<file path="config.mk">
export PLATFORM = sky130hd
export DESIGN_NAME = tppu_cfg
export DESIGN_NICKNAME = d
export VERILOG_FILES = /design/src/hw/rtl/tppu_pkg.sv /design/src/hw/rtl/tppu_cfg.sv
export SDC_FILE = /design/constraint.sdc
export NUM_CORES = 1
export LEC_CHECK = 0
export BUFFER_PORTS_ARGS = -buffer_cell sky130_fd_sc_hd__clkbuf_2
export CAP_MARGIN = 20
export CORE_MARGIN = 5
export CORE_UTILIZATION = 55
export DETAILED_ROUTE_END_ITERATION = 10
export PLACE_DENSITY = 0.86
export SETUP_SLACK_MARGIN = 0.15
export SLEW_MARGIN = 40
export SYNTH_ARGS = -nofsm -noshare
export SYNTH_HDL_FRONTEND = slang
export SYNTH_SLANG_ARGS = --single-unit
</file>
<file path="constraint.sdc">
create_clock -name clk_i -period 2.5 [get_ports clk_i]
set_input_delay 0.125 -clock clk_i [delete_from_list [all_inputs] [get_ports clk_i]]
set_output_delay 0.125 -clock clk_i [all_outputs]
set_load 0.005 [all_outputs]
</file>
<file path="src/hw/rtl/tppu_pkg.sv">
package tppu_pkg;

  localparam int FRAC_BITS   = 16;
  localparam int DATA_W      = 32;
  localparam int PROD_W      = 2 * DATA_W;
  localparam int DIV_W       = PROD_W;
  localparam int SIZE_W      = 13;
  localparam int CLAMP_SHIFT = 48;
  localparam int T_W         = CLAMP_SHIFT + 2;
  localparam int LANES       = 3;
  localparam int LANE_LAT    = DIV_W + 6;
  localparam int ADDR_W      = 5;
  localparam int IDX_W       = ADDR_W - 2;

  localparam longint ONE_L = longint'(1) << FRAC_BITS;

  localparam logic signed [PROD_W-1:0] ONE_Q    = ONE_L;
  localparam logic signed [PROD_W-1:0] CLAMP_HI = longint'(1) << CLAMP_SHIFT;
  localparam logic signed [PROD_W-1:0] CLAMP_LO = -(longint'(1) << CLAMP_SHIFT);
  localparam logic signed [PROD_W-1:0] SAT_HI   = (longint'(1) << (DATA_W - 1)) - 1;
  localparam logic signed [PROD_W-1:0] SAT_LO   = -(longint'(1) << (DATA_W - 1));

  localparam logic [DATA_W-1:0] RST_X_SCALE  = DATA_W'((15 * ONE_L) / 16);
  localparam logic [DATA_W-1:0] RST_Y_SCALE  = DATA_W'(ONE_L);
  localparam logic [DATA_W-1:0] RST_Z_SCALE  = DATA_W'((ONE_L * 10000 + 4999) / 9999);
  localparam logic [DATA_W-1:0] RST_Z_OFFSET = DATA_W'(-((ONE_L * 1000 + 4999) / 9999));
  localparam logic [SIZE_W-1:0] RST_WIDTH    = SIZE_W'(256);
  localparam logic [SIZE_W-1:0] RST_HEIGHT   = SIZE_W'(240);

  typedef enum logic [IDX_W-1:0] {
    REG_X_SCALE       = 3'd0,
    REG_Y_SCALE       = 3'd1,
    REG_Z_SCALE       = 3'd2,
    REG_Z_OFFSET      = 3'd3,
    REG_SCREEN_WIDTH  = 3'd4,
    REG_SCREEN_HEIGHT = 3'd5
  } tppu_reg_e;

  typedef struct packed {
    logic [DATA_W-1:0] x_scale;
    logic [DATA_W-1:0] y_scale;
    logic [DATA_W-1:0] z_scale;
    logic [DATA_W-1:0] z_offset;
    logic [SIZE_W-1:0] screen_width;
    logic [SIZE_W-1:0] screen_height;
  } tppu_cfg_t;

  typedef struct packed {
    logic [DIV_W-1:0]  num;
    logic [DATA_W-1:0] den;
    logic              neg;
  } tppu_div_in_t;

endpackage

</file>
<file path="src/hw/rtl/tppu_cfg.sv">
module tppu_cfg (
  input  logic                           clk_i,
  input  logic                           rst_ni,
  input  logic                           psel,
  input  logic                           penable,
  input  logic                           pwrite,
  input  logic [tppu_pkg::ADDR_W-1:0]    paddr,
  input  logic [tppu_pkg::DATA_W-1:0]    pwdata,
  output logic [tppu_pkg::DATA_W-1:0]    prdata,
  output logic                           pready,
  output tppu_pkg::tppu_cfg_t            cfg_o
);

  tppu_pkg::tppu_cfg_t cfg_q;
  tppu_pkg::tppu_reg_e idx;
  logic                wr;

  assign idx    = tppu_pkg::tppu_reg_e'(paddr[tppu_pkg::ADDR_W-1:2]);
  assign pready = 1'b1;
  assign wr     = psel & penable & pwrite & pready;
  assign cfg_o  = cfg_q;

  always_ff @(posedge clk_i or negedge rst_ni) begin
    if (!rst_ni) begin
      cfg_q.x_scale       <= tppu_pkg::RST_X_SCALE;
      cfg_q.y_scale       <= tppu_pkg::RST_Y_SCALE;
      cfg_q.z_scale       <= tppu_pkg::RST_Z_SCALE;
      cfg_q.z_offset      <= tppu_pkg::RST_Z_OFFSET;
      cfg_q.screen_width  <= tppu_pkg::RST_WIDTH;
      cfg_q.screen_height <= tppu_pkg::RST_HEIGHT;
    end else if (wr) begin
      case (idx)
        tppu_pkg::REG_X_SCALE:       cfg_q.x_scale       <= pwdata;
        tppu_pkg::REG_Y_SCALE:       cfg_q.y_scale       <= pwdata;
        tppu_pkg::REG_Z_SCALE:       cfg_q.z_scale       <= pwdata;
        tppu_pkg::REG_Z_OFFSET:      cfg_q.z_offset      <= pwdata;
        tppu_pkg::REG_SCREEN_WIDTH:  cfg_q.screen_width  <= pwdata[tppu_pkg::SIZE_W-1:0];
        tppu_pkg::REG_SCREEN_HEIGHT: cfg_q.screen_height <= pwdata[tppu_pkg::SIZE_W-1:0];
        default: ;
      endcase
    end
  end

  always_comb begin
    case (idx)
      tppu_pkg::REG_X_SCALE:       prdata = cfg_q.x_scale;
      tppu_pkg::REG_Y_SCALE:       prdata = cfg_q.y_scale;
      tppu_pkg::REG_Z_SCALE:       prdata = cfg_q.z_scale;
      tppu_pkg::REG_Z_OFFSET:      prdata = cfg_q.z_offset;
      tppu_pkg::REG_SCREEN_WIDTH:
        prdata = {{(tppu_pkg::DATA_W-tppu_pkg::SIZE_W){1'b0}}, cfg_q.screen_width};
      tppu_pkg::REG_SCREEN_HEIGHT:
        prdata = {{(tppu_pkg::DATA_W-tppu_pkg::SIZE_W){1'b0}}, cfg_q.screen_height};
      default:                     prdata = '0;
    endcase
  end

endmodule

</file>
==> summary.txt <==
Final Non-Filler Cells: 916
Internal Power: 5.74 mW
fmax: 0.524 GHz
worst hold path type: in -> reg
post-place setup slack: 0.592 ns
largest net degree at the start of global routing: 64
clock buffer depth: 2
Netlist cell types: 32
synth warn: 0
CP Capture Type: primary output
vias in the first global route: 5,493
top-count cell post-synth: mux2_2
post-synthesis sequential area ratio: 54.9%
Clock Skew: 0 ns
first-pass detailed-route iteration total: 4
max reg flops: 154
Core ar.: 0.0127 sq mm
ant diodes: 0
gr ovfl total: 0
part of the power in combinational logic: 21.4%
setup TNS: 0 ns
Post-Syn Nets: 519
first-pass GRT wire length: 30,100 um
worst relative slew slack: 61.2%
Final min period: 1.91 ns
sequential power share: 44.6%
Yosys top cell area share: 40.5%
initial DRC count: 230
Tcrit/Tclk final: 76.3%
die area: 0.0153 sq mm
area occupied by multi-input gates: 0.00304 sq mm
share of cells above drive strength 1: 63.3%
Sink Count: 154
Worst Path Required: 2.38 ns
ys async rst share: 100%
share of power burned in the clock network: 34.0%
GPL Wtd Cong: 0.786
Register Area: 0.00390 sq mm
post-cts resize count: 0
CTS tree: yes
I/O pin count: 229
Routed Antenna Nets: 0
Worst EP arrival: 1.78 ns
critical path peak fanout: 36
dpl cells: 857
RSZ-0062 raised after global routing: no
Die W: 124 um
Area contributors post-synth: dfrtp_1, mux2_2, dfstp_2
CP Launch Type: primary input
routed len/inst: 20.8 um
list of most frequent post-synthesis cells: mux2_2, dfrtp_1, dfstp_2
kind of critical path: in -> out
Switching Share: 26.8%
static leakage: 4.52 nW
starting density of the core: 56.1%
residual DRC count: 0
vias per std cell: 5.70
nets: 773
max-cap viol count: 0
Psw: 2.10 mW
IO Port Bufs: 225
Mapped Cells: 477
Final Slew Violations: 0
clk_lat worst skew: 0.42 ns
Mean Syn Cell Area: 14.9 sq um
via count: 5,217
number of buffers created by CTS: 17
outcome: complete, no violations
PwrDens: 839 mW/mm^2
CP most frequent cell: buf_4
final setup fails: 0
CTS H-tree depth: 4
Least-Margin Pin Slew: 0.581 ns
antenna violations before repair: 0
Mapped Area: 0.00711 sq mm
min setup slack post-route: 0.593 ns
Largest stage delay, worst path: 0.48 ns
final wirelength: 19,100 um
#FFs+latches synth: 154
Reg clk slew, reported paths: 0.06 ns
GRT Util Overall: 26.2%
Main synth FF type: dfrtp_1
Peak VDD IR: 0.000563 V
Die Y-Extent: 124 um
slowest cell on the critical path: buf_4
# rows: 41
cell chain of the critical path: buf_4 > buf_4 > mux2_2 > a21oi_1 > o21ai_0 > clkbuf_2
dpl hpwl: 12,900 um
final core occ: 73.7%
Area Growth Syn to Fin: 31.4%
fillcell total: 814
area leader, netlist: dfrtp_1
endpoints failing hold: 0
Root Buffer: clkbuf_16
Post-synth EDFFs: 0
Fin Hold WS: 0.0185 ns
[routing by layer]
metal,global-route usage [%],part of all wire (%),vias up
li1,-,-,2256
met1,32.7,40,2690
met2,43.7,50,236
met3,7.18,8.1,35
met4,9.55,1.7,0
met5,0,0,-
[cell type report]
cell class	instances	share of cell area [%]
well taps	172	2.30
repair buffers	269	16.7
inverters	1	0.0402
flip-flops and latches	154	41.8
multi-input cells	288	32.5
clock buffers	22	5.18
clock inverters	10	1.49
[kinds of logic after synthesis]
family                 synth area share (%)
muxes                                  34.5
DFF                                    54.9
and+or+nand+nor                        4.08
AOI/OAI and AO/OA                      3.80
buffers and inverters                  2.69
other                                0.0527
[power by group through the flow]
| stage | clock [mW] | sequential, mW | combinational, mW |
|---|---|---|---|
| floorplan | 0 | 3.46 | 0.773 |
| global placement | 0 | 3.47 | 1.60 |
| detailed placement | 0 | 3.52 | 1.65 |
| CTS | 2.70 | 3.49 | 1.70 |
| global route | 2.82 | 3.56 | 1.84 |
| finish | 2.67 | 3.49 | 1.68 |
[what timing repair did]
item / 4_1_cts / 5_1_grt
hold buffers: 27 / 0
setup buffers: 0 / 0
hold endpoints to repair: 125 / 0
[path summary, 6_finish.rpt]
check / startpoint / endpoint / slack [ns] / depth (start not counted)
worst max register to register: cfg_o[152] / cfg_o[152] / 1.65 / 1
worst min-delay path: pwdata[7] / cfg_o[129] / 0.02 / 2
worst max-delay path: paddr[2] / prdata[8] / 0.59 / 6
min in group asynchronous: rst_ni / cfg_o[124] / 0.26 / 2
worst min register to register: cfg_o[153] / cfg_o[153] / 0.51 / 1
max in group asynchronous: rst_ni / cfg_o[52] / 1.42 / 3
[layout by cell type (no fill, tap or decap), types with 3 or more instances in the layout]
master / count
clkbuf_8: 4
a31oi_1: 3
a211o_1: 7
clkbuf_16: 17
bufinv_16: 3
clkinvlp_4: 4
clkbuf_2: 223
a221oi_1: 3
nand2_1: 7
dfrtp_1: 115
dlygate4sd3_1: 27
mux4_2: 20
mux2_2: 132
buf_4: 16
o21ai_0: 9
mux2i_1: 11
a21oi_1: 16
mux2_1: 36
nor2b_1: 20
dfstp_2: 39
nor3b_1: 7
[critical path: cells and delay by family]
| kind | cells | cell delay (ns) |
|---|---|---|
| compound gates | 2 | 0.32 |
| mux | 1 | 0.39 |
| buf+inv | 3 | 0.91 |
[stage by stage]
step           area [sq um]  total power, mW
2_1_floorplan          7110             4.23
3_5_place_dp           8450             5.17
4_1_cts                9340             7.88
5_1_grt                9340             8.21
6_report               9340             7.83
3_3_place_gp           8450             5.06
Note: power is estimated with default switching activity, not from simulation.
